**src/hdl/hbtr_pkg.sv**
```systemverilog
// Shared constants, types and register indexes for the binary descriptor
// best-two ratio matcher. No dependencies.
package hbtr_pkg;

    localparam int DESC_BITS  = 256;
    localparam int INDEX_BITS = 12;

    localparam int WORD_W    = 64;
    localparam int DESC_W    = 4 * WORD_W;
    localparam int IDX_W     = 12;
    localparam int LVL_W     = 4;
    localparam int DIST_W    = 9;
    localparam int CFG_W     = 9;
    localparam int CFG_IDX_W = 4;
    localparam int PROD_W    = 2 * CFG_W;

    localparam logic [DESC_W-1:0] DESC_MASK =
        DESC_W'(((DESC_W + 1)'(1) << DESC_BITS) - (DESC_W + 1)'(1));
    localparam logic [IDX_W-1:0] IDX_MASK =
        IDX_W'((17'(1) << INDEX_BITS) - 17'(1));

    localparam logic [CFG_IDX_W-1:0] REG_RATIO_Q8     = CFG_IDX_W'(0);
    localparam logic [CFG_IDX_W-1:0] REG_MAX_DISTANCE = CFG_IDX_W'(1);

    localparam logic [CFG_W-1:0]  RATIO_RESET   = CFG_W'(154);
    localparam logic [CFG_W-1:0]  MAXD_RESET    = CFG_W'(100);
    localparam logic [DIST_W-1:0] NO_MATCH_DIST = DIST_W'(256);

    typedef struct packed {
        logic [DIST_W-1:0] ham_dist;
        logic [IDX_W-1:0]  idx;
        logic [LVL_W-1:0]  lvl;
        logic              occupied;
        logic              last;
    } cand_t;

    typedef struct packed {
        logic [DIST_W-1:0] best_dist;
        logic [DIST_W-1:0] second_dist;
        logic              best_valid;
        logic              second_valid;
        logic              same_lvl;
        logic [IDX_W-1:0]  best_idx;
    } snap_t;

endpackage

```
**src/hdl/hbtr_if.sv**
```systemverilog
// Request channel interfaces: candidate requests in, match results out.
// Depends on hbtr_pkg.
interface hbtr_cand_if import hbtr_pkg::*; ();
    logic               valid;
    logic               ready;
    logic [WORD_W-1:0]  query_word0;
    logic [WORD_W-1:0]  query_word1;
    logic [WORD_W-1:0]  query_word2;
    logic [WORD_W-1:0]  query_word3;
    logic [WORD_W-1:0]  cand_word0;
    logic [WORD_W-1:0]  cand_word1;
    logic [WORD_W-1:0]  cand_word2;
    logic [WORD_W-1:0]  cand_word3;
    logic [IDX_W-1:0]   cand_index;
    logic [LVL_W-1:0]   cand_level;
    logic               cand_occupied;
    logic               group_last;

    modport source (
        output valid, query_word0, query_word1, query_word2, query_word3,
               cand_word0, cand_word1, cand_word2, cand_word3,
               cand_index, cand_level, cand_occupied, group_last,
        input  ready
    );
    modport sink (
        input  valid, query_word0, query_word1, query_word2, query_word3,
               cand_word0, cand_word1, cand_word2, cand_word3,
               cand_index, cand_level, cand_occupied, group_last,
        output ready
    );
endinterface

interface hbtr_result_if import hbtr_pkg::*; ();
    logic              valid;
    logic              ready;
    logic              match_found;
    logic [IDX_W-1:0]  match_index;
    logic [DIST_W-1:0] match_distance;

    modport source (
        output valid, match_found, match_index, match_distance,
        input  ready
    );
    modport sink (
        input  valid, match_found, match_index, match_distance,
        output ready
    );
endinterface

```
**src/hdl/hamming_best_two_ratio_match_core.sv**
```systemverilog
// Binary descriptor matcher: Hamming nearest neighbor with a best-two ratio
// test. Takes one candidate request per clock while results are taken, with
// no gaps at group boundaries; the tracker update (popcount result, two
// compares) is the loop that sets that rate. The user must write ratio and
// distance limit through the cfg port only while no group is in flight; the
// block itself does not enforce this. Depends on hbtr_pkg, hbtr_if,
// hbtr_dist_stage, hbtr_tracker, hbtr_decide.
module hamming_best_two_ratio_match_core import hbtr_pkg::*; (
    input  logic                 clk,
    input  logic                 rst_n,
    input  logic                 cfg_we,
    input  logic [CFG_IDX_W-1:0] cfg_index,
    input  logic [CFG_W-1:0]     cfg_data,
    hbtr_cand_if.sink            cand,
    hbtr_result_if.source        result
);

    cand_t dist_item;
    logic  dist_valid;
    logic  dist_ready;
    snap_t snap;
    logic  snap_valid;
    logic  snap_ready;

    hbtr_dist_stage u_dist (
        .clk        (clk),
        .rst_n      (rst_n),
        .cand       (cand),
        .dist_item  (dist_item),
        .dist_valid (dist_valid),
        .dist_ready (dist_ready)
    );

    hbtr_tracker u_tracker (
        .clk        (clk),
        .rst_n      (rst_n),
        .item       (dist_item),
        .item_valid (dist_valid),
        .item_ready (dist_ready),
        .snap       (snap),
        .snap_valid (snap_valid),
        .snap_ready (snap_ready)
    );

    hbtr_decide u_decide (
        .clk        (clk),
        .rst_n      (rst_n),
        .cfg_we     (cfg_we),
        .cfg_index  (cfg_index),
        .cfg_data   (cfg_data),
        .snap       (snap),
        .snap_valid (snap_valid),
        .snap_ready (snap_ready),
        .result     (result)
    );

endmodule

```
**src/hdl/hbtr_dist_stage.sv**
```systemverilog
// Input register and Hamming distance stage: registers the masked XOR of
// query and candidate, then a popcount tree into the distance register.
// Depends on hbtr_pkg and hbtr_if.
module hbtr_dist_stage import hbtr_pkg::*; (
    input  logic        clk,
    input  logic        rst_n,
    hbtr_cand_if.sink   cand,
    output cand_t       dist_item,
    output logic        dist_valid,
    input  logic        dist_ready
);

    logic [DESC_W-1:0] diff_reg;
    logic [IDX_W-1:0]  idx_reg;
    logic [LVL_W-1:0]  lvl_reg;
    logic              occ_reg;
    logic              last_reg;
    logic              v0_reg;

    cand_t             item_reg;
    logic              v1_reg;

    logic              s0_ready;
    logic              s1_ready;

    logic [3:0]        cnt8   [32];
    logic [4:0]        cnt16  [16];
    logic [5:0]        cnt32  [8];
    logic [6:0]        cnt64  [4];
    logic [7:0]        cnt128 [2];
    logic [DIST_W-1:0] dist_next;

    assign s1_ready   = !v1_reg || dist_ready;
    assign s0_ready   = !v0_reg || s1_ready;
    assign cand.ready = s0_ready;

    always_ff @(posedge clk or negedge rst_n)
    begin
        if (!rst_n)
        begin
            v0_reg <= 1'b0;
            v1_reg <= 1'b0;
        end
        else
        begin
            if (s0_ready)
            begin
                v0_reg <= cand.valid;
            end
            if (s1_ready)
            begin
                v1_reg <= v0_reg;
            end
        end
    end

    always_ff @(posedge clk)
    begin
        if (s0_ready && cand.valid)
        begin
            diff_reg <= ({cand.query_word3, cand.query_word2,
                          cand.query_word1, cand.query_word0} ^
                         {cand.cand_word3, cand.cand_word2,
                          cand.cand_word1, cand.cand_word0}) & DESC_MASK;
            idx_reg  <= cand.cand_index & IDX_MASK;
            lvl_reg  <= cand.cand_level;
            occ_reg  <= cand.cand_occupied;
            last_reg <= cand.group_last;
        end
        if (s1_ready && v0_reg)
        begin
            item_reg.ham_dist <= dist_next;
            item_reg.idx      <= idx_reg;
            item_reg.lvl      <= lvl_reg;
            item_reg.occupied <= occ_reg;
            item_reg.last     <= last_reg;
        end
    end

    // popcount: per-byte counts, then a pairwise adder tree
    always_comb
    begin
        for (int i = 0; i < 32; i++)
        begin
            cnt8[i] = 4'd0;
            for (int j = 0; j < 8; j++)
            begin
                cnt8[i] = cnt8[i] + 4'(diff_reg[8*i+j]);
            end
        end
        for (int i = 0; i < 16; i++)
        begin
            cnt16[i] = 5'(cnt8[2*i]) + 5'(cnt8[2*i+1]);
        end
        for (int i = 0; i < 8; i++)
        begin
            cnt32[i] = 6'(cnt16[2*i]) + 6'(cnt16[2*i+1]);
        end
        for (int i = 0; i < 4; i++)
        begin
            cnt64[i] = 7'(cnt32[2*i]) + 7'(cnt32[2*i+1]);
        end
        for (int i = 0; i < 2; i++)
        begin
            cnt128[i] = 8'(cnt64[2*i]) + 8'(cnt64[2*i+1]);
        end
        dist_next = DIST_W'(cnt128[0]) + DIST_W'(cnt128[1]);
    end

    assign dist_item  = item_reg;
    assign dist_valid = v1_reg;

endmodule

```
**src/hdl/hbtr_tracker.sv**
```systemverilog
// Best and second-best tracker: one update per candidate, and on the last
// candidate of a group a snapshot for the ratio test. Depends on hbtr_pkg.
module hbtr_tracker import hbtr_pkg::*; (
    input  logic   clk,
    input  logic   rst_n,
    input  cand_t  item,
    input  logic   item_valid,
    output logic   item_ready,
    output snap_t  snap,
    output logic   snap_valid,
    input  logic   snap_ready
);

    logic [DIST_W-1:0] best_dist_reg,   best_dist_next;
    logic [DIST_W-1:0] second_dist_reg, second_dist_next;
    logic              best_valid_reg,  best_valid_next;
    logic              second_valid_reg, second_valid_next;
    logic [LVL_W-1:0]  best_lvl_reg,    best_lvl_next;
    logic [LVL_W-1:0]  second_lvl_reg,  second_lvl_next;
    logic [IDX_W-1:0]  best_idx_reg,    best_idx_next;

    snap_t             snap_reg;
    logic              snap_valid_reg;
    logic              take;

    assign item_ready = !item.last || !snap_valid_reg || snap_ready;
    assign take       = item_valid && item_ready;

    always_comb
    begin
        best_dist_next    = best_dist_reg;
        second_dist_next  = second_dist_reg;
        best_valid_next   = best_valid_reg;
        second_valid_next = second_valid_reg;
        best_lvl_next     = best_lvl_reg;
        second_lvl_next   = second_lvl_reg;
        best_idx_next     = best_idx_reg;
        if (!item.occupied)
        begin
            if (!best_valid_reg || item.ham_dist < best_dist_reg)
            begin
                second_dist_next  = best_dist_reg;
                second_valid_next = best_valid_reg;
                second_lvl_next   = best_lvl_reg;
                best_dist_next    = item.ham_dist;
                best_valid_next   = 1'b1;
                best_lvl_next     = item.lvl;
                best_idx_next     = item.idx;
            end
            else if (!second_valid_reg || item.ham_dist < second_dist_reg)
            begin
                second_dist_next  = item.ham_dist;
                second_valid_next = 1'b1;
                second_lvl_next   = item.lvl;
            end
        end
    end

    always_ff @(posedge clk or negedge rst_n)
    begin
        if (!rst_n)
        begin
            best_valid_reg   <= 1'b0;
            second_valid_reg <= 1'b0;
            snap_valid_reg   <= 1'b0;
        end
        else
        begin
            if (take)
            begin
                // end of group clears the trackers
                best_valid_reg   <= best_valid_next && !item.last;
                second_valid_reg <= second_valid_next && !item.last;
            end
            if (take && item.last)
            begin
                snap_valid_reg <= 1'b1;
            end
            else if (snap_ready)
            begin
                snap_valid_reg <= 1'b0;
            end
        end
    end

    always_ff @(posedge clk)
    begin
        if (take)
        begin
            best_dist_reg   <= best_dist_next;
            second_dist_reg <= second_dist_next;
            best_lvl_reg    <= best_lvl_next;
            second_lvl_reg  <= second_lvl_next;
            best_idx_reg    <= best_idx_next;
        end
        if (take && item.last)
        begin
            snap_reg.best_dist    <= best_dist_next;
            snap_reg.second_dist  <= second_dist_next;
            snap_reg.best_valid   <= best_valid_next;
            snap_reg.second_valid <= second_valid_next;
            snap_reg.same_lvl     <= (best_lvl_next == second_lvl_next);
            snap_reg.best_idx     <= best_idx_next;
        end
    end

    assign snap       = snap_reg;
    assign snap_valid = snap_valid_reg;

endmodule

```
**src/hdl/hbtr_decide.sv**
```systemverilog
// Ratio test and distance threshold on a group snapshot, configuration
// registers and the result register. Depends on hbtr_pkg and hbtr_if.
module hbtr_decide import hbtr_pkg::*; (
    input  logic                 clk,
    input  logic                 rst_n,
    input  logic                 cfg_we,
    input  logic [CFG_IDX_W-1:0] cfg_index,
    input  logic [CFG_W-1:0]     cfg_data,
    input  snap_t                snap,
    input  logic                 snap_valid,
    output logic                 snap_ready,
    hbtr_result_if.source        result
);

    logic [CFG_W-1:0]  ratio_reg;
    logic [CFG_W-1:0]  maxd_reg;

    logic              valid_reg;
    logic              found_reg;
    logic [IDX_W-1:0]  index_reg;
    logic [DIST_W-1:0] dist_reg;

    logic [PROD_W-1:0] ratio_prod;
    logic [PROD_W-1:0] best_scaled;
    logic              reject;
    logic              found_next;

    assign snap_ready = !valid_reg || result.ready;

    always_ff @(posedge clk or negedge rst_n)
    begin
        if (!rst_n)
        begin
            ratio_reg <= RATIO_RESET;
            maxd_reg  <= MAXD_RESET;
        end
        else if (cfg_we)
        begin
            case (cfg_index)
                REG_RATIO_Q8:     ratio_reg <= cfg_data;
                REG_MAX_DISTANCE: maxd_reg  <= cfg_data;
                default:          ;
            endcase
        end
    end

    assign ratio_prod  = PROD_W'(ratio_reg) * PROD_W'(snap.second_dist);
    assign best_scaled = PROD_W'({snap.best_dist, 8'd0});
    assign reject      = snap.second_valid && snap.same_lvl && (best_scaled > ratio_prod);
    assign found_next  = snap.best_valid && (snap.best_dist <= maxd_reg) && !reject;

    always_ff @(posedge clk or negedge rst_n)
    begin
        if (!rst_n)
        begin
            valid_reg <= 1'b0;
        end
        else if (snap_ready)
        begin
            valid_reg <= snap_valid;
        end
    end

    always_ff @(posedge clk)
    begin
        if (snap_ready && snap_valid)
        begin
            found_reg <= found_next;
            index_reg <= found_next ? snap.best_idx : '0;
            dist_reg  <= found_next ? snap.best_dist : NO_MATCH_DIST;
        end
    end

    assign result.valid          = valid_reg;
    assign result.match_found    = found_reg;
    assign result.match_index    = index_reg;
    assign result.match_distance = dist_reg;

endmodule

```
**src/flat_wrapper.sv**
```systemverilog
// flat-port wrapper written by rule: the top's interface ports become plain ports
module hamming_best_two_ratio_match_core_flat import hbtr_pkg::*;
  (clk, rst_n, cfg_we, cfg_index, cfg_data, cand_valid, cand_query_word0, cand_query_word1, cand_query_word2, cand_query_word3, cand_cand_word0, cand_cand_word1, cand_cand_word2, cand_cand_word3, cand_cand_index, cand_cand_level, cand_cand_occupied, cand_group_last, cand_ready, result_valid, result_match_found, result_match_index, result_match_distance, result_ready);
  hbtr_cand_if cand_i ();
  hbtr_result_if result_i ();
  input  logic clk;
  input  logic rst_n;
  input  logic cfg_we;
  input  logic [CFG_IDX_W-1:0] cfg_index;
  input  logic [CFG_W-1:0] cfg_data;
  input wire logic [$bits(cand_i.valid)-1:0] cand_valid;
  input wire logic [$bits(cand_i.query_word0)-1:0] cand_query_word0;
  input wire logic [$bits(cand_i.query_word1)-1:0] cand_query_word1;
  input wire logic [$bits(cand_i.query_word2)-1:0] cand_query_word2;
  input wire logic [$bits(cand_i.query_word3)-1:0] cand_query_word3;
  input wire logic [$bits(cand_i.cand_word0)-1:0] cand_cand_word0;
  input wire logic [$bits(cand_i.cand_word1)-1:0] cand_cand_word1;
  input wire logic [$bits(cand_i.cand_word2)-1:0] cand_cand_word2;
  input wire logic [$bits(cand_i.cand_word3)-1:0] cand_cand_word3;
  input wire logic [$bits(cand_i.cand_index)-1:0] cand_cand_index;
  input wire logic [$bits(cand_i.cand_level)-1:0] cand_cand_level;
  input wire logic [$bits(cand_i.cand_occupied)-1:0] cand_cand_occupied;
  input wire logic [$bits(cand_i.group_last)-1:0] cand_group_last;
  output wire logic [$bits(cand_i.ready)-1:0] cand_ready;
  output wire logic [$bits(result_i.valid)-1:0] result_valid;
  output wire logic [$bits(result_i.match_found)-1:0] result_match_found;
  output wire logic [$bits(result_i.match_index)-1:0] result_match_index;
  output wire logic [$bits(result_i.match_distance)-1:0] result_match_distance;
  input wire logic [$bits(result_i.ready)-1:0] result_ready;
  assign cand_i.valid = cand_valid;
  assign cand_i.query_word0 = cand_query_word0;
  assign cand_i.query_word1 = cand_query_word1;
  assign cand_i.query_word2 = cand_query_word2;
  assign cand_i.query_word3 = cand_query_word3;
  assign cand_i.cand_word0 = cand_cand_word0;
  assign cand_i.cand_word1 = cand_cand_word1;
  assign cand_i.cand_word2 = cand_cand_word2;
  assign cand_i.cand_word3 = cand_cand_word3;
  assign cand_i.cand_index = cand_cand_index;
  assign cand_i.cand_level = cand_cand_level;
  assign cand_i.cand_occupied = cand_cand_occupied;
  assign cand_i.group_last = cand_group_last;
  assign cand_ready = cand_i.ready;
  assign result_valid = result_i.valid;
  assign result_match_found = result_i.match_found;
  assign result_match_index = result_i.match_index;
  assign result_match_distance = result_i.match_distance;
  assign result_i.ready = result_ready;
  hamming_best_two_ratio_match_core u_core (.clk(clk), .rst_n(rst_n), .cfg_we(cfg_we), .cfg_index(cfg_index), .cfg_data(cfg_data), .cand(cand_i), .result(result_i));
endmodule
```
**config.mk**
```make
export PLATFORM = sky130hd
export DESIGN_NAME = hamming_best_two_ratio_match_core_flat
export DESIGN_NICKNAME = d
export VERILOG_FILES = /design/src/hdl/hbtr_pkg.sv /design/src/hdl/hbtr_if.sv /design/src/hdl/hamming_best_two_ratio_match_core.sv /design/src/hdl/hbtr_dist_stage.sv /design/src/hdl/hbtr_tracker.sv /design/src/hdl/hbtr_decide.sv /design/src/flat_wrapper.sv
export SDC_FILE = /design/constraint.sdc
export NUM_CORES = 1
export LEC_CHECK = 0
export BUFFER_PORTS_ARGS = -buffer_cell sky130_fd_sc_hd__buf_2
export CAP_MARGIN = 10
export CORE_MARGIN = 1
export CORE_UTILIZATION = 50
export CTS_CLUSTER_DIAMETER = 40
export DETAILED_ROUTE_END_ITERATION = 7
export PLACE_DENSITY = 0.77
export REMOVE_ABC_BUFFERS = 1
export SETUP_SLACK_MARGIN = 0.2
export SYNTH_ARGS = -nofsm -noshare
export SYNTH_HDL_FRONTEND = slang
export SYNTH_SLANG_ARGS = --single-unit
```
**constraint.sdc**
```tcl
create_clock -name clk -period 7.3 [get_ports clk]
set_input_delay 0.73 -clock clk [delete_from_list [all_inputs] [get_ports clk]]
set_output_delay 0.73 -clock clk [all_outputs]
set_load 0.05 [all_outputs]
```
Word level (Yosys, flattened, before mapping). Index checks and enable logic that the tools add are counted.

Register bits: 418. Logic and storage cells: 344.

$add $sub $neg: 255. Eq/ne operators: 2. Multiply operators: 1. Bitwise gates (word level): 1. Reduce and logical (&&, ||, !) cells: 30. Multiplexer cells: 19. $lt $le $gt $ge: 4.

Operator list (number): adder 4 x 1 -> 4 bit (128); XOR 256 bit (1); adder 3 x 1 -> 4 bit (32); adder 2 x 1 -> 3 bit (32); adder 4 x 4 -> 5 bit (16); adder 1 x 1 -> 2 bit (32); adder 5 x 5 -> 6 bit (8); two-way mux 9 bit (5); adder 6 x 6 -> 7 bit (4); two-way mux 12 bit (2); two-way mux 4 bit (5); greater-than comparator 17 x 18 -> 1 bit (1); < comparator 9 bit (2); multiplier 9 x 9 -> 18 bit (1); adder 7 x 7 -> 8 bit (2); logical AND 1 bit (11); adder 8 x 8 -> 9 bit (1); less-or-equal comparator 9 bit (1); logical NOT 1 bit (8); logical OR 1 bit (7); two-way mux 1 bit (7); equality test 4 x 1 -> 1 bit (second input constant) (1); equality test 4 bit (1); logical NOT 4 bit (1); other kinds (2) (3).

Logic depth before layout (Yosys ltp).
Depth after elaboration: 12. Gate-level depth with buffers: 28. Depth with buffers taken out: 28.

Modules after synthesis. Synthesis repeated with hierarchy kept, for this count alone.

Cells, all modules: 2000. Area total of the unflattened synthesis: 26551.7 um2.

By module, submodules not included: hbtr_dist_stage (instances 1, seq. area each 9088.7 um2, cells an instance 1290, area each 18442.7 um2); hbtr_decide (instances 1, seq. area each 1144.8 um2, cells an instance 491, area each 4670.7 um2); hbtr_tracker (instances 1, seq. area each 2207.1 um2, cells an instance 219, area each 3438.3 um2).

Worst setup path after synthesis. Ideal clock, no wire load.

Path type: register to register. Start point: reg u_core.u_decide.valid_reg, in the netlist u_core.u_decide.result.valid. End point: reg u_core.u_dist.diff_reg[0], enable pin. Setup time: 0.669 ns. Arrival: 7.613 ns. Data required time: 6.631 ns. Stages on the path, launching flop included: 6. Slack: -0.982 ns. Cells stage by stage: dfrtp_1 nor2b_1 nand4_1 inv_1 nand2_1 and2_1.

Cells in the longest elaborated chain, start to end: 6.

RTL lines: start, declared (RTL line hbtr_decide.sv:18) `logic valid_reg;`; start signal, assigned (RTL line hbtr_decide.sv:60) `valid_reg <= snap_valid;`; logical NOT 1 bit (RTL line hbtr_decide.sv:28) `assign snap_ready = !valid_reg || result.ready;`; logical OR 1 bit (RTL line hbtr_decide.sv:28); logical OR 1 bit (RTL line hbtr_tracker.sv:26) `assign item_ready = !item.last || !snap_valid_reg || snap_ready;`; logical OR 1 bit (RTL line hbtr_dist_stage.sv:33) `assign s1_ready = !v1_reg || dist_ready;`; logical OR 1 bit (RTL line hbtr_dist_stage.sv:34) `assign s0_ready = !v0_reg || s1_ready;`; net cand_ready (RTL line flat_wrapper.sv:24) `output wire logic [$bits(cand_i.ready)-1:0] cand_ready;`; logical AND 1 bit (RTL line hbtr_dist_stage.sv:59) `if (s0_ready && cand.valid)`; end signal, assigned (RTL line hbtr_dist_stage.sv:61) `diff_reg <= ({cand.query_word3, cand.query_word2,`; end, declared (RTL line hbtr_dist_stage.sv:13) `logic [DESC_W-1:0] diff_reg;`.

The timed path passes the listed nets, and every way through them passes these cells. A chain may end at the register's enable or synchronous reset.

Worst setup path after layout.
Start point: reg u_core.u_dist.diff_reg[131]. End point: reg u_core.u_dist.item_reg (netlist bit u_core.u_dist.dist_item[24]) (data pin).

Cells in the longest elaborated chain, start to end: 10.

RTL lines: adder 3 x 1 -> 4 bit (RTL line hbtr_dist_stage.sv:88) `cnt8[i] = cnt8[i] + 4'(diff_reg[8*i+j]);`; adder 4 x 1 -> 4 bit (4 in a row) (RTL line hbtr_dist_stage.sv:88); adder 4 x 4 -> 5 bit (RTL line hbtr_dist_stage.sv:93) `cnt16[i] = 5'(cnt8[2*i]) + 5'(cnt8[2*i+1]);`; adder 5 x 5 -> 6 bit (RTL line hbtr_dist_stage.sv:97) `cnt32[i] = 6'(cnt16[2*i]) + 6'(cnt16[2*i+1]);`; adder 6 x 6 -> 7 bit (RTL line hbtr_dist_stage.sv:101) `cnt64[i] = 7'(cnt32[2*i]) + 7'(cnt32[2*i+1]);`; adder 7 x 7 -> 8 bit (RTL line hbtr_dist_stage.sv:105) `cnt128[i] = 8'(cnt64[2*i]) + 8'(cnt64[2*i+1]);`; adder 8 x 8 -> 9 bit (RTL line hbtr_dist_stage.sv:107) `dist_next = DIST_W'(cnt128[0]) + DIST_W'(cnt128[1]);`; net u_core.u_dist.dist_next[6] (RTL line hbtr_dist_stage.sv:31) `logic [DIST_W-1:0] dist_next;`; end, declared (RTL line hbtr_dist_stage.sv:20) `cand_t item_reg;`.

The timed path passes the listed nets, and every way through them passes these cells.

==> flow_summary.json <==
{
  "outcome": "finished with violations",
  "violated_checks": "setup timing",
  "crit_type": "reg2reg",
  "post_synthesis_simple_gate_area_fraction": 0.0396,
  "dieHeight_um": 232,
  "worst_ep_required_ns": 7.63,
  "dieArea_um2": 53800,
  "post_drt_wl_per_cell_um": 20.1,
  "place.detailed.hpwl_um": 55500,
  "global_route_wire_length_before_repair_um": 102000,
  "grt.overflow.total": 0,
  "grt.total_usage": 0.262,
  "area_taken_by_flip_flops_and_latches_um2": 12400,
  "finish.utilization": 0.631,
  "timing.slew.headroom": 0.290,
  "synth_area_per_cell_um2": 13.2,
  "worst_path_max_delay_cell": "sky130_fd_sc_hd__fa_2",
  "clk_transition_reported_paths_ns": 0.05,
  "wl_um": 68000,
  "measured_slew_at_the_worst_slew_check_pin_ns": 1.06,
  "gpl.final_weighted_congestion": 0.958,
  "post_synth_fa_ha_maj_area_fraction": 0.274,
  "core_area_um2": 51700,
  "yosys-mux-area-fraction": 0.0148,
  "fp.dieW_um": 232,
  "synth_top_family_by_area": "adder cells",
  "rows": 83,
  "drt_iter0_markers": 974,
  "setup-violations-final": 6,
  "number_of_vias_in_the_routed_layout": 16400,
  "largest_register_ff_count": 256,
  "tritoncts_clock_tree": "built",
  "final_hold_viol_count": 0,
  "numCtsBuffers": 69,
  "critical_path_arrival_ns": 8.04,
  "post-place-cells": 3242,
  "filler_cell_count": 3942,
  "critPathMostFrequentCell": "sky130_fd_sc_hd__fa_1",
  "cap_viol_max_count": 0,
  "rsz0062_at_grt": "true",
  "ys_seq_elements": 418,
  "post-route-min-period_ns": 7.71,
  "synth.yosys.seq_area_share": 0.471,
  "worstPathMaxFanout": 2,
  "count_of_hold_fix_buffers_inserted_at_cts": 0,
  "synth_top_flop_cell": "sky130_fd_sc_hd__edfxtp_1",
  "h-tree-depth": 3,
  "setup-tns-final_ns": -1.55,
  "synth-compound-area-share": 0.0261,
  "synth_xor_xnor_area_share": 0.0928,
  "routed_via_density": 4.86,
  "drv_slew": 0,
  "antenna_violations_before_repair": 21,
  "finalClockSkew_ns": 0.0236,
  "postSynthCellCount": 2001,
  "grt_pass1_vias": 18300,
  "pin_count": 572,
  "synth-edff-count": 394,
  "layout-drive-gt1-share": 0.293,
  "synthDistinctLibCells": 57,
  "ctsLongestPathBuffers": 3,
  "worst_skew_pair.late_latency_ns": 0.61,
  "cpPeakStageDelay_ns": 0.56,
  "multi_input_area_um2": 11900,
  "remaining_drc_errors": 0,
  "floorplan.initialDensity": 0.511,
  "area_growth_syn_to_layout_pct": 23.5,
  "worst_setup_path_start_kind": "flip-flop",
  "clock-root-buffer": "sky130_fd_sc_hd__clkbuf_16",
  "fin_cells": 3385,
  "antenna_left": 0,
  "synth_warnings": 0,
  "async_flop_share": 0.0574,
  "most_frequent_cells_in_the_layout": "sky130_fd_sc_hd__buf_2 (571), sky130_fd_sc_hd__inv_1 (528), sky130_fd_sc_hd__edfxtp_1 (394)",
  "dr.pass1.iters": 5,
  "portBuffers": 571,
  "grt_start_max_net_pins": 162,
  "tritoncts_num_sinks": 418,
  "syn_area_um2": 26400,
  "fin_ws_ns": -0.413,
  "hold_path.class": "in2async",
  "critPathCaptureType": "flip-flop",
  "layout.cells.most_common": "sky130_fd_sc_hd__buf_2",
  "num-nets-final": 3588,
  "final_min_period_over_clock_period": 1.06,
  "timing.fmax_mhz": 130
}
Yosys cell counts, drive strengths merged, types with 2 or more instances:
master | n | area [um^2]
a21o | 8 | 60.1
a211oi | 3 | 22.5
nand4b | 3 | 26.3
edfxtp | 394 | 11800
ha | 111 | 1390
mux2 | 33 | 372
xnor2 | 17 | 149
nand3 | 6 | 30.0
o211ai | 2 | 15.0
a2111oi | 4 | 55.1
fa | 292 | 5850
nand4 | 6 | 37.5
and2 | 55 | 344
nor2 | 22 | 82.6
clkbuf | 18 | 68.8
xor2 | 263 | 2300
o21a | 3 | 22.5
mux2i | 2 | 20.0
nor3 | 15 | 75.1
dfrtp | 17 | 425
buf | 7 | 61.3
inv | 542 | 2030
o21ai | 25 | 125
o21bai | 3 | 22.5
nor3b | 2 | 26.3
a21oi | 19 | 95.1
nand2 | 72 | 270
a311oi | 3 | 32.5
a221o | 12 | 120
or2 | 2 | 12.5
dfstp | 7 | 184
a222oi | 3 | 30.0
nor2b | 6 | 37.5
nand2b | 9 | 63.8
layout make-up:
class                   count  area share
well taps                 680      0.0261
multi-input cells        1016       0.365
repair buffers            590      0.0925
diodes                     13    0.000997
clock buffers              75      0.0543
flip-flops and latches    418       0.381
clock inverters            51      0.0170
inverters                 542      0.0624
worst paths after layout:
check / start / to / slack (ns) / cells past startpoint
setup / recovery: u_core.u_dist.diff_reg[131] / u_core.u_dist.dist_item[24] / -0.41 / 26
hold / removal: rst_n / u_core.u_decide.ratio_reg[2] / 0.12 / 1
max in group asynchronous: rst_n / u_core.u_decide.ratio_reg[1] / 6.80 / 1
min in group clk: cand_cand_index[7] / u_core.u_dist.idx_reg[7] / 0.31 / 1
hold reg to reg: u_core.u_dist.idx_reg[11] / u_core.u_dist.dist_item[17] / 0.42 / 0
setup reg to reg: u_core.u_dist.diff_reg[131] / u_core.u_dist.dist_item[24] / -0.41 / 26
metal layers:
metal  wire length, um  global-route usage  share of wire  up-vias
li1                  -                   -              -     7571
met1             26800               0.323           0.40     8214
met2             35700               0.465           0.53      506
met3              3010              0.0375          0.044      143
met4              2370              0.0977          0.035        6
met5                38                   0        0.00056        -
cells by family (layout without fill, tap and decap cells):
family	after synthesis	in the layout
buf+inv	567	1258
other cells	0	13
xor+xnor	280	280
simple gates	203	203
mux	35	35
flops	418	418
compound gates	95	95
fa+ha+maj	403	403
worst max-delay path, delay by kind of cell (launching register included):
| family | cells | cell delay (ns) |
|---|---|---|
| fa+ha+maj | 13 | 6.00 |
| compound gates | 4 | 0.61 |
| buf+inv | 8 | 0.43 |
| flops | 1 | 0.32 |
| xor+xnor | 1 | 0.09 |
metrics by stage:
step                      hold WS [ns]  setup slack [ns]  cell area (um^2)
final                            0.121            -0.413             32600
after global placement           0.403            -0.481             30100
after global routing             0.138            -0.714             32600
after CTS                        0.106            -0.386             32600
after detailed placement         0.405            -0.572             30100
after floorplan                  0.400            -0.982             26300
timing repair:
item,4_1_cts,5_1_grt
resized for setup,26,12
endpoints found under the setup margin,8,8
gates cloned,0,0
pin swaps,28,16
setup buffers,3,1
Power is not shown: default switching activity piles up to over one toggle a cycle in this logic, so the estimate is an artifact.
